===== src/hdl/tdpt_pkg.sv =====
// ---------------------------------------------------------------------------
// tdpt_pkg: shared types and constants for the trial division prime test
// Holds the default data width, the first trial divisor and the sequencer state encoding.
// ---------------------------------------------------------------------------
package tdpt_pkg;

    // Default width of the candidate and of the tested value
    localparam int DEF_WIDTH = 32;

    // First odd trial divisor
    localparam int FIRST_DIVISOR = 3;

    // Sequencer states
    typedef enum logic [1:0] {
        S_IDLE,
        S_LOAD,
        S_DIV,
        S_FIN
    } t_state;

endpackage


===== src/hdl/tdpt_serial_div.sv =====
// ---------------------------------------------------------------------------
// tdpt_serial_div: bit-serial restoring divider
// Produces one quotient bit per cycle; quotient and remainder hold after done.
// ---------------------------------------------------------------------------
module tdpt_serial_div #(
    parameter int WIDTH = tdpt_pkg::DEF_WIDTH
) (
    input  logic             i_clk,
    input  logic             i_rst_n,
    input  logic             i_start,
    input  logic [WIDTH-1:0] i_dividend,
    input  logic [WIDTH-1:0] i_divisor,
    output logic             o_done,
    output logic [WIDTH-1:0] o_quotient,
    output logic [WIDTH-1:0] o_remainder
);

    localparam int CW = $clog2(WIDTH + 1);

    logic [WIDTH-1:0] r_num;
    logic [WIDTH-1:0] r_div;
    logic [WIDTH-1:0] r_rem;
    logic [WIDTH-1:0] r_quo;
    logic [CW-1:0]    r_cnt;
    logic             r_done;

    logic [WIDTH:0]   w_trial;
    logic [WIDTH:0]   w_diff;
    logic             w_ge;
    logic [WIDTH-1:0] n_rem;

    // Bring down the next dividend bit and try one subtract
    always_comb begin
        w_trial = {r_rem, r_num[WIDTH-1]};
        w_diff  = w_trial - {1'b0, r_div};
        w_ge    = ~w_diff[WIDTH];
        n_rem   = w_ge ? w_diff[WIDTH-1:0] : w_trial[WIDTH-1:0];
    end

    // Control: step counter and done pulse
    always_ff @(posedge i_clk) begin
        if (!i_rst_n) begin
            r_cnt  <= '0;
            r_done <= 1'b0;
        end else if (i_start) begin
            r_cnt  <= CW'(WIDTH);
            r_done <= 1'b0;
        end else if (r_cnt != '0) begin
            r_cnt  <= r_cnt - 1'b1;
            r_done <= (r_cnt == CW'(1));
        end else begin
            r_done <= 1'b0;
        end
    end

    // Datapath: shift dividend out, shift quotient bits in
    always_ff @(posedge i_clk) begin
        if (i_start) begin
            r_num <= i_dividend;
            r_div <= i_divisor;
            r_rem <= '0;
            r_quo <= '0;
        end else if (r_cnt != '0) begin
            r_num <= {r_num[WIDTH-2:0], 1'b0};
            r_rem <= n_rem;
            r_quo <= {r_quo[WIDTH-2:0], w_ge};
        end
    end

    assign o_done      = r_done;
    assign o_quotient  = r_quo;
    assign o_remainder = r_rem;

endmodule


===== config.mk =====
export PLATFORM = sky130hd
export DESIGN_NAME = tdpt_serial_div
export DESIGN_NICKNAME = d
export VERILOG_FILES = /design/src/hdl/tdpt_pkg.sv /design/src/hdl/tdpt_serial_div.sv
export SDC_FILE = /design/constraint.sdc
export NUM_CORES = 1
export LEC_CHECK = 0
export BUFFER_PORTS_ARGS = -buffer_cell sky130_fd_sc_hd__buf_2
export CAP_MARGIN = 20
export CORE_MARGIN = 8
export CORE_UTILIZATION = 55
export CTS_CLUSTER_SIZE = 10
export DETAILED_ROUTE_END_ITERATION = 16
export MAX_ROUTING_LAYER = met4
export PLACE_DENSITY_LB_ADDON = 0.08
export SLEW_MARGIN = 25
export SYNTH_ARGS = -nofsm -noshare
export SYNTH_HDL_FRONTEND = slang
export SYNTH_SLANG_ARGS = --single-unit

===== constraint.sdc =====
create_clock -name i_clk -period 3.5 [get_ports i_clk]
set_clock_uncertainty 0.15 [all_clocks]
set_input_delay 0.175 -clock i_clk [delete_from_list [all_inputs] [get_ports i_clk]]
set_output_delay 0.175 -clock i_clk [all_outputs]
set_load 0.005 [all_outputs]

Yosys cells after proc, flatten, opt, wreduce, memory -nomap -nowiden:

Index checks and enable logic that the tools add are counted.

* register bits after elaboration: 135
* logic and storage cells: 22
* output and inout port bits: 65
* bits of input ports: 67

* equal/unequal tests: 1
* add/subtract/negate cells: 2
* reduce and logical (&&, ||, !) cells: 4
* bitwise gates (word level): 3
* mux-type cells: 5

Operators with widths (count)
* 32-bit 2-to-1 mux: 3
* 33-bit by 32-bit subtractor with 33-bit output: 1
* 6-bit 2-to-1 mux: 2
* 6-bit by 1-bit equality test with 1-bit output (second input constant): 1
* 6-bit nonzero test: 1
* 6-bit by 1-bit subtractor with 6-bit output (second input constant): 1
* 1-bit inverter: 3
* 3-bit OR reduction: 1
* 2-bit nonzero test: 1
* 2-bit OR reduction: 1

Longest topological paths before layout:

* depth after elaboration: 3
* mapped depth: 14

Worst setup path after synthesis:

No wires, ideal clock.

* path type: register to register
* start point: reg r_num[31]
* end point: reg r_rem[10] (netlist: o_remainder[10])
* required time: 3261 ps
* cell stages (with the launch flop): 15
* path buffers: 2
* path slack: 505 ps
* data arrival time: 2756 ps
* setup time: 89 ps
* cell sequence: edfxtp_1 > inv_1 > ha_1 > fa_1 > nand2b_1 > a21oi_2 > o41a_4 > a21o_1 > a31oi_4 > a31oi_4 > xor2_2 > buf_6 > buf_6 > nand2_1 > a311oi_2

* word-level cells in the longest chain between the ends: 2

Ends and longest elaborated chain
* start, declared: line tdpt_serial_div.sv:20 `logic [WIDTH-1:0] r_num;`
* start signal, assigned: line tdpt_serial_div.sv:59 `r_num <= i_dividend;`
* start signal, assigned: line tdpt_serial_div.sv:64 `r_num <= {r_num[WIDTH-2:0], 1'b0};`
* 33-bit by 32-bit subtractor with 33-bit output: line tdpt_serial_div.sv:35 `w_diff = w_trial - {1'b0, r_div};`
* 32-bit 2-to-1 mux: line tdpt_serial_div.sv:37 `n_rem = w_ge ? w_diff[WIDTH-1:0] : w_trial[WIDTH-1:0];`
* end signal, assigned: line tdpt_serial_div.sv:65 `r_rem <= n_rem;`
* end, declared: line tdpt_serial_div.sv:22 `logic [WIDTH-1:0] r_rem;`

No other way between the ends.
A chain may end at the register's enable or synchronous reset.

Worst setup path in the final report:

* start point: reg r_num[31]
* end point: reg r_rem[25] (netlist: o_remainder[25])

The elaborated chain is that of the path after synthesis.

==> metrics.log <==
INFO  metric via_count_of_the_first_global_routing_pass = 5972
INFO  metric critPathSlowestCell = o41a_4
INFO  metric ys_ff_latch = 135
INFO  metric critical_path.max_fanout = 7
INFO  metric tightest_slew = 0.902 ns
INFO  metric met3_usage = 5.09%
INFO  metric insertion_delay = 0.42 ns
INFO  metric min_period_over_period = 93.6%
INFO  metric critical-path-max-stage-delay = 0.43 ns
INFO  metric final_cells = 1089
INFO  metric peakVddDrop = 0.518 mV
INFO  metric setup_tns = 0 ns
INFO  metric startpoint_class_of_the_critical_path = flop
INFO  metric ys_async_sr_fraction = 0%
INFO  metric routability_congestion = 0.893
INFO  metric initial_utilization = 56.1%
INFO  metric final_max_slew_viol_count = 0
INFO  metric r2r-start = r_num[31]
INFO  metric clock_power_share = 23.6%
INFO  metric outcome = complete, no violations
INFO  metric p_total = 7.51 mW
INFO  metric cts_tree = yes
INFO  metric category_of_the_most_critical_setup_path = reg -> reg
INFO  metric dpl.cell_count = 983
INFO  metric synthesis_to_layout_area_growth = 30.9%
INFO  metric power_report.internal_total = 4.64 mW
INFO  metric fp.coreArea = 0.0126 mm²
INFO  metric p_per_area = 813 mW/mm²
INFO  metric area_occupied_by_multi_input_gates = 0.00343 mm²
INFO  metric portion_of_synthesized_cell_area_occupied_by_the_leading_cell_type = 27.2%
INFO  metric critical_path_required_time = 3.67 ns
INFO  metric cts-buffers-inserted = 17
INFO  metric syn-cell-area = 0.00706 mm²
INFO  metric die_width = 129 µm
INFO  metric largest_net_degree_at_the_start_of_global_routing = 129
INFO  metric clkSlewWorstSetupHoldPaths = 0.06 ns
INFO  metric number_of_enable_type_register_cells_in_the_synthesized_netlist = 64
INFO  metric ys.flop_type = dfxtp_1
INFO  metric clock_tree.root_cell = clkbuf_16
INFO  metric post_synthesis_cell_type_with_the_largest_combined_area = edfxtp_1
INFO  metric yosysWarnings = 0
INFO  metric cts.sinks = 135
INFO  metric grtUsageMet1 = 26.0%
INFO  metric power_leakage = 4.04 nW
INFO  metric synth.net_count = 801
INFO  metric setup.worst_path.start = r_num[31]
INFO  metric cp-end-kind = flop
INFO  metric highest_utilization_routing_layer_at_the_global_route_stage = met2
INFO  metric globalRouteOverflowTotal = 0
INFO  metric layout.area.seq = 0.00334 mm²
INFO  metric clock_path_buffers = 2
INFO  metric finalSetupViolations = 0
INFO  metric ant_nets = 0
INFO  metric worst-r2r-cell-count = 14
INFO  metric worstPathCellList = inv_1 -> ha_1 -> fa_1 -> nand2b_1 -> a21oi_2 -> o41a_4 -> a21o_1 -> a31oi_4 -> a31oi_4 -> buf_4 -> xnor2_4 -> buf_4 -> a31oi_1 -> o21ai_0
INFO  metric route.vias.total = 5875
INFO  metric route.detailed.vias_per_inst = 5.39
INFO  metric final.min_clock_period = 3.28 ns
INFO  metric synth_most_common_cell = nand2_1
INFO  metric arrival = 3.45 ns
INFO  metric groute.usage.overall = 21.9%
INFO  metric dp_slack = -0.0942 ns
INFO  metric detail_route.first_pass.iterations = 5
INFO  metric antenna_found_initial = 0
INFO  metric postLayoutSetupSlackWorst = 0.225 ns
INFO  metric hpwl = 11100 µm
INFO  metric grt_pass1_wl = 28200 µm
INFO  metric die_h = 129 µm
INFO  metric std_cell_rows = 41
INFO  metric drive_above_1_share = 28.3%
INFO  metric cts_h_tree_lvls = 4
INFO  metric holdCritPathClass = in -> reg
INFO  metric yosysSeqAreaShare = 47.4%
INFO  metric reg2reg_slack = 0.22 ns
INFO  metric net_count_final = 1005
INFO  metric share_seq_of_total_power = 30.8%
INFO  metric synthCells = 699
INFO  metric detail_route.drc_violations = 0
INFO  metric synthDistinctLibCells = 65
INFO  metric utilization = 73.5%
INFO  metric p_sw = 2.87 mW
INFO  metric met2_usage = 35.3%
INFO  metric drt_total_wl = 17400 µm
INFO  metric max_cap_viol_count = 0
INFO  metric netlist_top_cells_area = edfxtp_1 27%, dfxtp_1 20%, nand2_1 6.3%, ha_1 6.0%, mux2_2 5.1%
INFO  metric sw_frac_of_total = 38.2%
INFO  metric rsz_0062_raised_after_global_routing = false
INFO  metric comb_power_share = 45.6%
INFO  metric fillerInstances = 912
INFO  metric worstSetupEndpoint = o_remainder[25]
INFO  metric fmaxAchievable = 0.305 GHz
INFO  metric final-hold-violation-count = 0
INFO  metric port-buffer-count = 131
INFO  metric rr_endpoint = o_remainder[25]
INFO  metric timing.max_slew.rel_slack = 39.9%
INFO  metric floorplan.io_pins = 132
INFO  metric postSynthAreaPerCell = 10.1 µm²
INFO  metric synth_top_cells_by_count = 119 x nand2_1, 71 x dfxtp_1, 64 x edfxtp_1
INFO  metric post_detailed_route_wirelength_per_cell = 15.9 µm
INFO  metric count_of_routing_violations_after_the_opening_detailed_route_iteration = 414
INFO  metric die-area = 0.0167 mm²
-- cells in the final DEF (no fill, tap or decap), types with 3 or more instances in the layout --
cell type / netlist / layout
ha_1: 34 / 34
nand4_1: 3 / 3
a21oi_1: 59 / 59
and2_1: 6 / 6
a211oi_1: 8 / 8
mux2i_1: 3 / 3
nand2b_1: 11 / 11
mux2_2: 32 / 32
buf_2: 3 / 130
clkbuf_16: 0 / 21
edfxtp_1: 64 / 64
nand2_2: 4 / 5
a311oi_2: 16 / 16
xor2_1: 6 / 6
o22ai_1: 4 / 4
o21ai_0: 15 / 15
o21a_1: 6 / 6
dlygate4sd3_1: 0 / 65
nor2_1: 49 / 49
a31oi_1: 4 / 4
o311ai_0: 3 / 3
dfxtp_1: 71 / 71
a211oi_2: 5 / 5
inv_1: 38 / 37
nor3_1: 4 / 4
buf_4: 0 / 21
and3_1: 6 / 6
nand3_1: 9 / 9
xnor2_1: 21 / 21
nand2_1: 119 / 118
a21o_1: 19 / 19
-- power groups by stage --
stage,Combinational [mW],Sequential [mW],Clock (mW)
4_1_cts,3.27,2.31,1.81
6_report,3.42,2.31,1.77
3_3_place_gp,3.08,2.31,0
2_1_floorplan,2.40,2.29,0
5_1_grt,3.75,2.35,1.87
3_5_place_dp,3.14,2.33,0
-- critical path, delay by kind of cell, from the launching register on --
kind / cells / cell delay, ns
compound gates: 7 / 1.42
simple gates: 1 / 0.17
xor+xnor: 1 / 0.20
buf+inv: 3 / 0.50
flops: 1 / 0.36
fa+ha+maj: 2 / 0.38
-- state kept, by name, indices dropped and copies added (netlist names) --
name         flops
o_done           1
o_quotient      32
o_remainder     32
r_cnt            6
r_div           32
r_num           32
-- area by class of cell --
cell class,instances,share of cell area [%]
inverters,38,1.54
repair buffers,218,16.2
diodes,1,0.0271
clock buffers,25,5.99
multi-input cells,493,37.2
clock inverters,7,0.528
flip-flops and latches,135,36.2
well taps,172,2.33
-- routing by layer --
metal | routed length, µm | vias to the layer above | part of all wire (%)
met5 | 0 | - | 0
met4 | 196 | 0 | 1.1
met3 | 846 | 21 | 4.9
met2 | 8460 | 146 | 49
met1 | 7860 | 2813 | 45
li1 | - | 2895 | -
-- kinds of logic (layout without fill, tap and decap cells) --
| logic type | count (synthesis) | after routing | synth area share [%] |
|---|---|---|---|
| buffers and inverters | 72 | 288 | 4.45 |
| xor gates and xnor gates | 29 | 30 | 3.97 |
| AOI/OAI and AO/OA | 164 | 164 | 17.7 |
| muxes | 35 | 35 | 5.53 |
| adders and majority gates | 35 | 35 | 6.31 |
| other | 0 | 1 | 0 |
| and+or+nand+nor | 229 | 229 | 14.6 |
| DFF | 135 | 135 | 47.4 |
-- metrics by stage --
step | area (µm²) | hold WS (ns)
after global placement | 7890 | 0.201
after floorplan | 7060 | 0.124
after detailed placement | 7890 | 0.203
final | 9240 | 0.123
after CTS | 9170 | 0.0979
after global routing | 9240 | 0.125
-- how the worst min path moves through the flow --
stage | from | to | slack [ns] | depth (start not counted)
2_1_floorplan | i_divisor[0] | r_div[0] | 0.12 | 0
5_1_grt | i_start | o_remainder[19] | 0.13 | 5
3_5_place_dp | i_divisor[5] | r_div[5] | 0.20 | 1
6_report | i_start | o_remainder[19] | 0.12 | 5
4_1_cts | i_start | o_remainder[16] | 0.1 | 5
3_3_place_gp | i_divisor[14] | r_div[14] | 0.20 | 1
-- timing repair --
| action | 4_1_cts | 5_1_grt |
|---|---|---|
| buffers inserted | 0 | 7 |
| endpoints found under the setup margin | 27 | 27 |
| cloned | 1 | 0 |
| pin swaps | 0 | 3 |
| hold buffers | 65 | 0 |
| hold endpoints to repair | 67 | 0 |
| resized for setup | 1 | 2 |
Power figures use the tool's default switching activity.
